--- src/rtl/rpc_rhp_pkg.sv ---
// ----------------------------------------------------------------------------
// rpc_rhp_pkg
// Shared types and constants of the record-marked rpc header parser.
// ----------------------------------------------------------------------------
package rpc_rhp_pkg;

   localparam int ByteWidth      = 8;
   localparam int WordWidth      = 32;
   localparam int CsrIndexWidth  = 1;
   localparam int RspFieldsWidth = 4 + 8 * WordWidth + 1;
   localparam int RspDataWidth   = ((RspFieldsWidth + 7) / 8) * 8;

   localparam logic [CsrIndexWidth-1:0] CsrWatchedProgram = 1'd0;
   localparam logic [CsrIndexWidth-1:0] CsrWatchedVersion = 1'd1;

   localparam logic [WordWidth-1:0] WatchedProgramReset = 32'd100003;
   localparam logic [WordWidth-1:0] WatchedVersionReset = 32'd3;
   localparam logic [WordWidth-1:0] RpcVersionTwo       = 32'd2;
   localparam logic [WordWidth-1:0] MsgTypeCall         = 32'd0;
   localparam logic [WordWidth-1:0] MsgTypeReply        = 32'd1;

   typedef enum logic [3:0] {
      StatusCallOk       = 4'd0,
      StatusReplyOk      = 4'd1,
      StatusShortHeader  = 4'd2,
      StatusCallTrunc    = 4'd3,
      StatusBadRpcVer    = 4'd4,
      StatusReplyTrunc   = 4'd5,
      StatusDenied       = 4'd6,
      StatusAcceptFail   = 4'd7,
      StatusOtherType    = 4'd8
   } status_type;

   // last field in the lowest bits
   typedef struct packed {
      logic [WordWidth-1:0] message_length;
      logic [WordWidth-1:0] accept_status;
      logic [WordWidth-1:0] reply_status;
      logic                 is_watched;
      logic [WordWidth-1:0] procedure;
      logic [WordWidth-1:0] prog_version;
      logic [WordWidth-1:0] program_res;
      logic [WordWidth-1:0] message_type;
      logic [WordWidth-1:0] xid;
      status_type           status;
   } rsp_type;

endpackage

--- src/rtl/rpc_record_header_parser.sv ---
// ----------------------------------------------------------------------------
// rpc_record_header_parser
// Parses the header of record-marked rpc messages from a byte stream and
// gives one summary per message.
// ----------------------------------------------------------------------------
// One stream byte is taken per clock unless the parser stalls. A byte is held
// in an input register, from which the fragment-mark, word-assembly and header
// logic updates the parser state; the summary of a message lands in the
// result register at the edge where its final byte leaves the input register.
// The only stall happens when the byte that ends a message meets a full
// result register that is not being taken; otherwise the input keeps
// running at one byte per cycle while a summary waits. The watched
// program and version registers should be written only while no message
// is in flight.
module rpc_record_header_parser (
   input  logic                                  clock,
   input  logic                                  reset,
   // configuration writes
   input  logic                                  csr_valid,
   output logic                                  csr_ready,
   input  logic [rpc_rhp_pkg::CsrIndexWidth-1:0] csr_index,
   input  logic [rpc_rhp_pkg::WordWidth-1:0]     csr_data,
   // stream bytes
   input  logic                                  req_tvalid,
   output logic                                  req_tready,
   input  logic [rpc_rhp_pkg::ByteWidth-1:0]     req_tdata,    // stream_byte
   // message summaries
   output logic                                  rsp_tvalid,
   input  logic                                  rsp_tready,
   // status[3:0], xid[35:4], message_type[67:36], program_res[99:68],
   // prog_version[131:100], procedure[163:132], is_watched[164],
   // reply_status[196:165], accept_status[228:197], message_length[260:229]
   output logic [rpc_rhp_pkg::RspDataWidth-1:0]  rsp_tdata
);
   import rpc_rhp_pkg::*;

   typedef enum logic [4:0] {
      StXid        = 5'd0,
      StType       = 5'd1,
      StRpcver     = 5'd2,
      StProg       = 5'd3,
      StVers       = 5'd4,
      StProc       = 5'd5,
      StCredFlav   = 5'd6,
      StCredLen    = 5'd7,
      StCredSkip   = 5'd8,
      StVerfFlav   = 5'd9,
      StVerfLen    = 5'd10,
      StVerfSkip   = 5'd11,
      StCallDone   = 5'd12,
      StRstat      = 5'd13,
      StAuthFlav   = 5'd14,
      StAuthLen    = 5'd15,
      StAuthSkip   = 5'd16,
      StAstat      = 5'd17,
      StReplyDone  = 5'd18,
      StOther      = 5'd19
   } step_type;

   localparam logic [2:0] MarkDone = 3'd4;
   localparam logic [2:0] MarkLast = 3'd3;

   // configuration
   logic [WordWidth-1:0] watched_prog_ff, watched_vers_ff;

   // input register
   logic                 in_valid_ff, in_valid_in;
   logic [ByteWidth-1:0] in_byte_ff;

   // parser state
   logic [23:0]          mark_shift_ff, mark_shift_in;
   logic [2:0]           mark_count_ff, mark_count_in;
   logic [30:0]          frag_rem_ff, frag_rem_in;
   logic                 last_ff, last_in;
   step_type             step_ff, step_in;
   logic [23:0]          acc_ff, acc_in;
   logic [1:0]           word_count_ff, word_count_in;
   logic [WordWidth-1:0] skip_ff, skip_in;
   logic [WordWidth-1:0] xid_ff, xid_in;
   logic [WordWidth-1:0] type_ff, type_in;
   logic                 rpcver_ok_ff, rpcver_ok_in;
   logic [WordWidth-1:0] prog_ff, prog_in;
   logic [WordWidth-1:0] vers_ff, vers_in;
   logic [WordWidth-1:0] proc_ff, proc_in;
   logic [WordWidth-1:0] rstat_ff, rstat_in;
   logic [WordWidth-1:0] astat_ff, astat_in;
   logic [WordWidth-1:0] len_ff, len_in;

   // result register
   logic                 out_valid_ff, out_valid_in;
   rsp_type              out_ff, summary;

   logic                 proc_go, emit, frag_end, is_call, is_reply;
   logic [WordWidth-1:0] mark_word, word;
   logic [WordWidth:0]   len_sum;
   status_type           verdict;

   assign csr_ready  = 1'b1;
   assign proc_go    = in_valid_ff && (!emit || !out_valid_ff || rsp_tready);
   assign req_tready = !in_valid_ff || proc_go;
   assign rsp_tvalid = out_valid_ff;
   assign rsp_tdata  = {{(RspDataWidth - RspFieldsWidth){1'b0}}, out_ff};

   always_comb begin
      mark_shift_in = mark_shift_ff;
      mark_count_in = mark_count_ff;
      frag_rem_in   = frag_rem_ff;
      last_in       = last_ff;
      step_in       = step_ff;
      acc_in        = acc_ff;
      word_count_in = word_count_ff;
      skip_in       = skip_ff;
      xid_in        = xid_ff;
      type_in       = type_ff;
      rpcver_ok_in  = rpcver_ok_ff;
      prog_in       = prog_ff;
      vers_in       = vers_ff;
      proc_in       = proc_ff;
      rstat_in      = rstat_ff;
      astat_in      = astat_ff;
      len_in        = len_ff;
      frag_end      = 1'b0;
      emit          = 1'b0;
      mark_word     = {mark_shift_ff, in_byte_ff};
      word          = {acc_ff, in_byte_ff};
      len_sum       = {1'b0, len_ff} + {2'b00, mark_word[30:0]};

      if (mark_count_ff != MarkDone) begin
         mark_shift_in = mark_word[23:0];
         mark_count_in = mark_count_ff + 3'd1;
         if (mark_count_ff == MarkLast) begin
            last_in       = mark_word[31];
            frag_rem_in   = mark_word[30:0];
            len_in        = len_sum[WordWidth] ? '1 : len_sum[WordWidth-1:0];
            mark_shift_in = '0;
            frag_end      = (mark_word[30:0] == '0);
         end
      end else begin
         unique case (step_ff) inside
            StCredSkip, StVerfSkip, StAuthSkip: begin
               if (skip_ff != '0) begin
                  skip_in = skip_ff - 32'd1;
               end
               if (skip_in == '0) begin
                  step_in = (step_ff == StCredSkip) ? StVerfFlav :
                            (step_ff == StVerfSkip) ? StCallDone : StAstat;
               end
            end
            StCallDone, StReplyDone, StOther: begin
            end
            default: begin
               if (word_count_ff == 2'd3) begin
                  word_count_in = 2'd0;
                  acc_in        = '0;
                  unique case (step_ff)
                     StXid: begin
                        xid_in  = word;
                        step_in = StType;
                     end
                     StType: begin
                        type_in = word;
                        step_in = (word == MsgTypeCall)  ? StRpcver :
                                  (word == MsgTypeReply) ? StRstat : StOther;
                     end
                     StRpcver: begin
                        rpcver_ok_in = (word == RpcVersionTwo);
                        step_in      = StProg;
                     end
                     StProg: begin
                        prog_in = word;
                        step_in = StVers;
                     end
                     StVers: begin
                        vers_in = word;
                        step_in = StProc;
                     end
                     StProc: begin
                        proc_in = word;
                        step_in = StCredFlav;
                     end
                     StCredFlav: step_in = StCredLen;
                     StCredLen: begin
                        skip_in = word;
                        step_in = (word != '0) ? StCredSkip : StVerfFlav;
                     end
                     StVerfFlav: step_in = StVerfLen;
                     StVerfLen: begin
                        skip_in = word;
                        step_in = (word != '0) ? StVerfSkip : StCallDone;
                     end
                     StRstat: begin
                        rstat_in = word;
                        step_in  = StAuthFlav;
                     end
                     StAuthFlav: step_in = StAuthLen;
                     StAuthLen: begin
                        skip_in = word;
                        step_in = (word != '0) ? StAuthSkip : StAstat;
                     end
                     StAstat: begin
                        astat_in = word;
                        step_in  = StReplyDone;
                     end
                     default: begin
                     end
                  endcase
               end else begin
                  acc_in        = word[23:0];
                  word_count_in = word_count_ff + 2'd1;
               end
            end
         endcase
         if (frag_rem_ff != '0) begin
            frag_rem_in = frag_rem_ff - 31'd1;
         end
         frag_end = (frag_rem_in == '0);
      end

      // summary from the state after this byte
      is_call  = (step_in >= StRpcver) && (step_in <= StCallDone);
      is_reply = (step_in >= StRstat) && (step_in <= StReplyDone);
      if (step_in <= StType) begin
         verdict = StatusShortHeader;
      end else if (is_call) begin
         verdict = (step_in != StCallDone) ? StatusCallTrunc :
                   !rpcver_ok_in           ? StatusBadRpcVer : StatusCallOk;
      end else if (is_reply) begin
         verdict = (step_in != StReplyDone) ? StatusReplyTrunc :
                   (rstat_in != '0)         ? StatusDenied     :
                   (astat_in != '0)         ? StatusAcceptFail : StatusReplyOk;
      end else begin
         verdict = StatusOtherType;
      end
      summary.status         = verdict;
      summary.xid            = xid_in;
      summary.message_type   = type_in;
      summary.program_res    = is_call ? prog_in : '0;
      summary.prog_version   = is_call ? vers_in : '0;
      summary.procedure      = is_call ? proc_in : '0;
      summary.is_watched     = (verdict == StatusCallOk) && (prog_in == watched_prog_ff) &&
                               (vers_in == watched_vers_ff);
      summary.reply_status   = is_reply ? rstat_in : '0;
      summary.accept_status  = is_reply ? astat_in : '0;
      summary.message_length = len_in;

      if (frag_end && last_in) begin
         emit          = 1'b1;
         mark_shift_in = '0;
         mark_count_in = '0;
         frag_rem_in   = '0;
         last_in       = 1'b0;
         step_in       = StXid;
         acc_in        = '0;
         word_count_in = '0;
         skip_in       = '0;
         xid_in        = '0;
         type_in       = '0;
         rpcver_ok_in  = 1'b0;
         prog_in       = '0;
         vers_in       = '0;
         proc_in       = '0;
         rstat_in      = '0;
         astat_in      = '0;
         len_in        = '0;
      end else if (frag_end) begin
         mark_count_in = '0;
         mark_shift_in = '0;
      end
   end

   always_comb begin
      in_valid_in = in_valid_ff;
      if (req_tvalid && req_tready) begin
         in_valid_in = 1'b1;
      end else if (proc_go) begin
         in_valid_in = 1'b0;
      end
      out_valid_in = out_valid_ff;
      if (proc_go && emit) begin
         out_valid_in = 1'b1;
      end else if (rsp_tready) begin
         out_valid_in = 1'b0;
      end
   end

   always_ff @(posedge clock) begin
      if (reset) begin
         watched_prog_ff <= WatchedProgramReset;
         watched_vers_ff <= WatchedVersionReset;
      end else if (csr_valid && csr_ready) begin
         unique case (csr_index)
            CsrWatchedProgram: watched_prog_ff <= csr_data;
            CsrWatchedVersion: watched_vers_ff <= csr_data;
            default: begin
            end
         endcase
      end
   end

   always_ff @(posedge clock) begin
      if (req_tvalid && req_tready) begin
         in_byte_ff <= req_tdata;
      end
      if (proc_go && emit) begin
         out_ff <= summary;
      end
   end

   always_ff @(posedge clock) begin
      if (reset) begin
         in_valid_ff   <= 1'b0;
         out_valid_ff  <= 1'b0;
         mark_shift_ff <= '0;
         mark_count_ff <= '0;
         frag_rem_ff   <= '0;
         last_ff       <= 1'b0;
         step_ff       <= StXid;
         acc_ff        <= '0;
         word_count_ff <= '0;
         skip_ff       <= '0;
         xid_ff        <= '0;
         type_ff       <= '0;
         rpcver_ok_ff  <= 1'b0;
         prog_ff       <= '0;
         vers_ff       <= '0;
         proc_ff       <= '0;
         rstat_ff      <= '0;
         astat_ff      <= '0;
         len_ff        <= '0;
      end else begin
         in_valid_ff  <= in_valid_in;
         out_valid_ff <= out_valid_in;
         if (proc_go) begin
            mark_shift_ff <= mark_shift_in;
            mark_count_ff <= mark_count_in;
            frag_rem_ff   <= frag_rem_in;
            last_ff       <= last_in;
            step_ff       <= step_in;
            acc_ff        <= acc_in;
            word_count_ff <= word_count_in;
            skip_ff       <= skip_in;
            xid_ff        <= xid_in;
            type_ff       <= type_in;
            rpcver_ok_ff  <= rpcver_ok_in;
            prog_ff       <= prog_in;
            vers_ff       <= vers_in;
            proc_ff       <= proc_in;
            rstat_ff      <= rstat_in;
            astat_ff      <= astat_in;
            len_ff        <= len_in;
         end
      end
   end

endmodule
--- config.mk ---
export PLATFORM = sky130hd
export DESIGN_NAME = rpc_record_header_parser
export DESIGN_NICKNAME = d
export VERILOG_FILES = /design/src/rtl/rpc_rhp_pkg.sv /design/src/rtl/rpc_record_header_parser.sv
export SDC_FILE = /design/constraint.sdc
export NUM_CORES = 2
export LEC_CHECK = 0
export BUFFER_PORTS_ARGS = -buffer_cell sky130_fd_sc_hd__clkbuf_2
export CAP_MARGIN = 20
export CORE_MARGIN = 3
export CORE_UTILIZATION = 60
export CTS_BUF_LIST = sky130_fd_sc_hd__clkbuf_8
export CTS_CLUSTER_DIAMETER = 80
export DETAILED_ROUTE_END_ITERATION = 12
export PLACE_DENSITY = 0.78
export RECOVER_POWER = 25
export SLEW_MARGIN = 40
export SYNTH_ARGS = -nofsm -noshare
export SYNTH_HDL_FRONTEND = slang
export SYNTH_SLANG_ARGS = --single-unit
--- constraint.sdc ---
create_clock -name clock -period 13.7 [get_ports clock]
set_input_delay 0.685 -clock clock [delete_from_list [all_inputs] [get_ports clock]]
set_output_delay 0.685 -clock clock [all_outputs]
set_load 0.1 [all_outputs]
### Yosys cells after proc, flatten, opt, wreduce, memory -nomap -nowiden

Cells that the tools add are included.

| cells by class | value |
|---|---|
| order comparisons | 5 |
| shift operators | 0 |
| reductions and logical operators | 40 |
| multiply operators | 0 |
| $add $sub $neg | 5 |
| equal/unequal tests | 32 |
| bitwise operators | 1 |
| muxes and demuxes | 103 |
| div/mod/pow operators | 0 |

Operators by type and width:

| cell | number |
|---|---|
| $mux W32 | 46 |
| $mux W24 | 8 |
| $mux W31 | 5 |
| $reduce_bool A32 Y1 | 4 |
| $pmux W5 S14 | 1 |
| $eq A32 B32 Y1 | 2 |
| $logic_not A32 Y1 | 2 |
| $pmux W32 S2 | 1 |
| $logic_not A31 Y1 | 2 |
| $eq A5 B4 Y1 const B | 8 |
| $mux W5 | 8 |
| $add A32 B31 Y33 | 1 |
| $eq A32 B1 Y1 const B | 1 |
| $eq A32 B2 Y1 const B | 1 |
| $sub A32 B1 Y32 const B | 1 |
| $reduce_bool A31 Y1 | 1 |
| $sub A31 B1 Y31 const B | 1 |
| $mux W3 | 9 |
| $eq A5 B3 Y1 const B | 4 |
| $eq A5 B5 Y1 const B | 4 |
| $mux W1 | 17 |
| $mux W4 | 3 |
| $eq A5 B2 Y1 const B | 2 |
| $pmux W5 S2 | 1 |
| 30 further kinds | 53 |

| storage, ports and cells | value |
|---|---|
| bits in registers | 714 |
| bits in read-only memories | 0 |
| bits of input ports | 46 |
| memories kept | 0 |
| memory bits (writable) | 0 |
| bits in latches | 0 |

### Depth between registers and ports, before layout

| logic depth | value |
|---|---|
| depth in word-level cells | 16 |
| depth in mapped cells | 17 |
| gate-level depth less buffers | 14 |

### Least setup slack after synthesis

Ideal clock, no wire load.

| timing path | value |
|---|---|
| path kind | reg-to-reg |
| from | reg frag_rem_ff[24] |
| to | reg word_count_ff[0] |
| slack | 8.107 ns |
| library setup time | 0.117 ns |
| data arrival time | 5.476 ns |
| required time | 13.583 ns |
| buffers on the path | 5 |
| stages on the path, launching flop included | 17 |
| cell sequence | dfxtp_1 buf_6 or4_4 buf_6 or4_1 buf_2 nor4_4 nor4_2 xor2_1 nor4b_4 o2111ai_4 a21oi_4 and2_4 nor2b_2 buf_6 buf_12 o2bb2ai_1 |

| between the ends | value |
|---|---|
| longest elaborated chain between the ends | 12 |
| elaborated cells on any way between the ends | 16 |
| those cells by class | add/sub (1); eq/ne (2); mux (5); reduce/logical (8) |

Ends and longest elaborated chain:

| what | RTL line | text |
|---|---|---|
| start, declared | rpc_record_header_parser.sv:73 | `logic [30:0] frag_rem_ff, frag_rem_in;` |
| start signal, assigned | rpc_record_header_parser.sv:336 | `frag_rem_ff <= frag_rem_in;` |
| $sub A31 B1 Y31 / $reduce_bool A31 Y1 (equally long branches) | rpc_record_header_parser.sv:214, rpc_record_header_parser.sv:213 |  |
| $mux W31 (*) | rpc_record_header_parser.sv:213 | `if (frag_rem_ff != '0) begin` |
| $mux W31 (*) | rpc_record_header_parser.sv:128 | `if (mark_count_ff != MarkDone) begin` |
| $logic_not A31 Y1 (*) | rpc_record_header_parser.sv:216 | `frag_end = (frag_rem_in == '0);` |
| $mux W1 (*) | rpc_record_header_parser.sv:128 |  |
| $logic_and A1 B1 Y1 (*) | rpc_record_header_parser.sv:246 | `if (frag_end && last_in) begin` |
| $mux W1 | rpc_record_header_parser.sv:246 |  |
| $logic_not A1 Y1 | rpc_record_header_parser.sv:99 | `assign proc_go = in_valid_ff && (!emit \|\| !out_valid_ff \|\| rsp_tready);` |
| $logic_or A1 B1 Y1 (2 in series) | rpc_record_header_parser.sv:99 |  |
| $logic_and A1 B1 Y1 | rpc_record_header_parser.sv:99 |  |
| $reduce_and A3 Y1 (no line) | n/a |  |
| end signal, assigned | rpc_record_header_parser.sv:340 | `word_count_ff <= word_count_in;` |
| end, declared | rpc_record_header_parser.sv:77 | `logic [1:0] word_count_ff, word_count_in;` |

Every way passes the cells marked *; elsewhere a longest branch is shown, timed or not. The select of a mux whose other input is x is not followed.
A chain may end at the register's enable or synchronous reset.

### Final worst setup path

| timing path | value |
|---|---|
| from | in reset |
| to | reg xid_ff[19] |

RTL lines:

| what | RTL line | text |
|---|---|---|
| start, declared | rpc_record_header_parser.sv:17 | `input logic reset,` |
| end signal, assigned | rpc_record_header_parser.sv:342 | `xid_ff <= xid_in;` |
| end, declared | rpc_record_header_parser.sv:79 | `logic [WordWidth-1:0] xid_ff, xid_in;` |

No word-level cell between the ends.

==> impl_metrics.csv <==
group,metric,value,unit
critical_path,reg2reg_from,"frag_rem_ff[8]$_SDFFE_PP0P_",
critical_path,r2r-end,"rsp_tdata[153]$_SDFFCE_PN0P_",
synth,synth_edf_count,269,
detailed_routing,antenna_left,0,
synth,ys_types,92,
critical_path,reg2reg_setup_slack,7.78,ns
timing,timing.fmax,128,MHz
power_and_ir_drop,power_leakage,0.0135,uW
timing,hold_viol,0,
synth,yosys_warnings,0,
detailed_routing,routed_via_density,6.42,
clock_tree,cts_buffer_depth,3,
die,ios,313,
critical_path,cp.required,14.11,ns
die,die_width,239,um
detailed_routing,num_vias,28500,
synth,avgSynthCellArea,9.57,sq um
finish,nets,3730,
die,die_h,239,um
synth,synth_area,32600,sq um
synth,synth_ff_type,"dfxtp_1",
clock_tree,clock_latency,0.74,ns
critical_path,critPathMaxFanout,98,
global_routing,grt-ovfl-total,0,
die,die-area,57200,sq um
finish,syn2layout_area_growth,12.2,%
die,rows,84,
power_and_ir_drop,power_density,120,nW/um^2
global_routing,track_usage,35.2,%
detailed_routing,drt-total-wl,104000,um
critical_path,r2r_cells,11,
timing,slew_headroom,-194,%
placed_design,gp_congestion,0.964,
synth,ys_ff_latch,714,
synth,synthCells,3410,
clock_tree,cts-root-buf,"clkbuf_8",
die,coreArea,53200,sq um
power_and_ir_drop,power.total,4380,uW
critical_path,startpoint_type,"primary input",
clock_tree,cts_resized,0,
global_routing,antenna_found_initial,1,
clock_tree,htreeDepth,3,
placed_design,dp_hpwl,68000,um
detailed_routing,first_pass_iters,6,
timing,period_needed,7.79,ns
global_routing,grt_pass1_wl,158000,um
placed_design,preCtsSetupSlack,7.57,ns
critical_path,worst_setup_path_end_kind,"flop",
timing,fin_worst_skew,0.0385,ns
placed_design,portBuffers,308,
timing,worst_slew_pin_slew,4.41,ns
die,initial_core_util,61.3,%
run,drv_cap,5,
detailed_routing,drtIter0Drc,3136,
power_and_ir_drop,ir_drop,0.0812,mV
clock_tree,holdBufCountCts,0,
min_path,worstHoldStart,"req_tdata[0]",
finish,final_cell_mix,"nand2_1, dfxtp_1, nor2_1",
min_path,hp-class,"primary input to flop",
finish,drive_above_1_share,11.2,%
timing,slew_viol_final,274,
clock_tree,cts_inserted_buffers,112,
status,violations,"max-capacitance violations, max-slew violations",
detailed_routing,wire_per_inst,23.4,um
clock_tree,cts_tree,"yes",
clock_tree,clk_pin_slew,0.06,ns
min_path,min_path_cells,1,
finish,final_common_cell,"nand2_1",
timing,rsz0062_at_grt,"false",
critical_path,cp.arrival,8.20,ns
critical_path,critical_path_class,"primary input to flop",
global_routing,grt_max_degree,99,
detailed_routing,drc_errors,0,
global_routing,grt_pass1_vias,27200,
clock_tree,post_cts_buffers,0,
timing,setup_tns,0,ns
min_path,min_to,"in_byte_ff[0]$_DFFE_PP_",
timing,period_share,56.9,%
synth,synth-seq-area-share,52.1,%
status,status,"complete, but fails checks",
synth,async_reset_ff_share,0,%
timing,setup_violations,0,
clock_tree,cts.sinks,714,
timing,fin_ws,5.91,ns
## critical path: stages
cell	delay, ns
clkbuf_1	2.06
clkbuf_1	1.92
clkbuf_1	3.20
nor2_1	0.23
## how the worst max path moves through the flow
| stage | endpoint | start | cells past startpoint | slack (ns) |
|---|---|---|---|---|
| floorplan | word_count_ff[0]$_SDFFE_PP0P_ | frag_rem_ff[24]$_SDFFE_PP0P_ | 16 | 8.11 |
| global placement | rsp_tdata[82]$_SDFFCE_PN0P_ | frag_rem_ff[8]$_SDFFE_PP0P_ | 11 | 7.43 |
| detailed placement | rsp_tdata[84]$_SDFFCE_PN0P_ | frag_rem_ff[8]$_SDFFE_PP0P_ | 11 | 7.57 |
| CTS | rsp_tdata[79]$_SDFFCE_PN0P_ | frag_rem_ff[8]$_SDFFE_PP0P_ | 11 | 7.58 |
| global route | prog_ff[13]$_SDFFE_PP0P_ | reset | 4 | 5.51 |
| finish | xid_ff[19]$_SDFFE_PP0P_ | reset | 4 | 5.91 |
## registers in the layout (all words and copies together) (netlist names), 3 cells and up
signal	count
mark_shift_ff	24
acc_ff	24
xid_ff	32
rstat_ff	32
step_ff	5
proc_ff	32
watched_vers_ff	32
watched_prog_ff	32
rsp_tdata	261
frag_rem_ff	31
prog_ff	32
skip_ff	32
type_ff	32
in_byte_ff	8
mark_count_ff	3
len_ff	32
vers_ff	32
astat_ff	32
## per-layer routing
metal	global-route usage, %	vias up	share of wire [%]
met1	45.1	13700	38
met3	6.56	333	9.3
met2	57.2	1606	47
li1	-	12900	-
met5	0	-	0
met4	18.6	0	5.6
## power by group
group / switching [uW] / internal (uW)
registers: 18.0 / 2200
logic: 227 / 86.3
clock network: 869 / 978
total: 1110 / 3270
## Yosys cell counts (9+ instances only)
cell	n	area share (%)
nor2b_1	40	0.77
nor3_1	59	0.91
a211oi_1	14	0.32
edfxtp_1	269	25
nand2_1	511	5.9
mux2i_1	87	2.7
o31ai_1	15	0.35
o211ai_1	17	0.39
a21o_1	23	0.53
and2_1	12	0.23
o22ai_1	30	0.58
buf_6	9	0.31
xor2_1	33	0.89
nor2_1	345	4.0
o21a_1	11	0.25
nand3_1	52	0.80
or3_1	15	0.29
a22oi_1	158	3.6
o21ai_0	68	1.0
mux2_2	56	1.9
o21ai_1	14	0.21
ha_1	37	1.4
a22o_1	129	3.5
o22a_1	27	0.72
and3_1	16	0.31
inv_1	57	0.66
a21oi_1	294	4.5
buf_2	42	0.64
nor4_1	59	1.1
clkbuf_1	200	2.3
nand2b_1	13	0.25
dfxtp_1	445	27
a31oi_1	18	0.35
xnor2_1	52	1.4
nand4_1	30	0.58
## cell type report
class	count	area (sq um)
flip-flops and latches	714	17000
fillers	4204	16600
multi-input cells	2370	14300
repair buffers	389	1850
clock buffers	132	1820
well taps	688	861
clock inverters	80	508
inverters	59	221
diodes	1	2.50
## through the flow
stage	hold WS, ns	cell area [sq um]	utilization [%]	instances
floorplan	0.424	32600	-	3412
CTS	0.0842	36900	69.4	4432
global route	0.0950	36600	68.8	4433
global placement	0.439	34500	64.9	4220
detailed placement	0.453	34600	65.0	4220
finish	0.143	36600	68.8	4433
## logic make-up after synthesis
family,after synthesis,synth area share [%]
fa+ha+maj,38,1.48
other cells,2,0.0230
compound gates,899,18.8
mux,143,4.60
xor+xnor,85,2.28
buf+inv,328,4.33
flops,714,52.1
simple gates,1201,16.5
No activity file was read; power rests on OpenSTA's default activity.
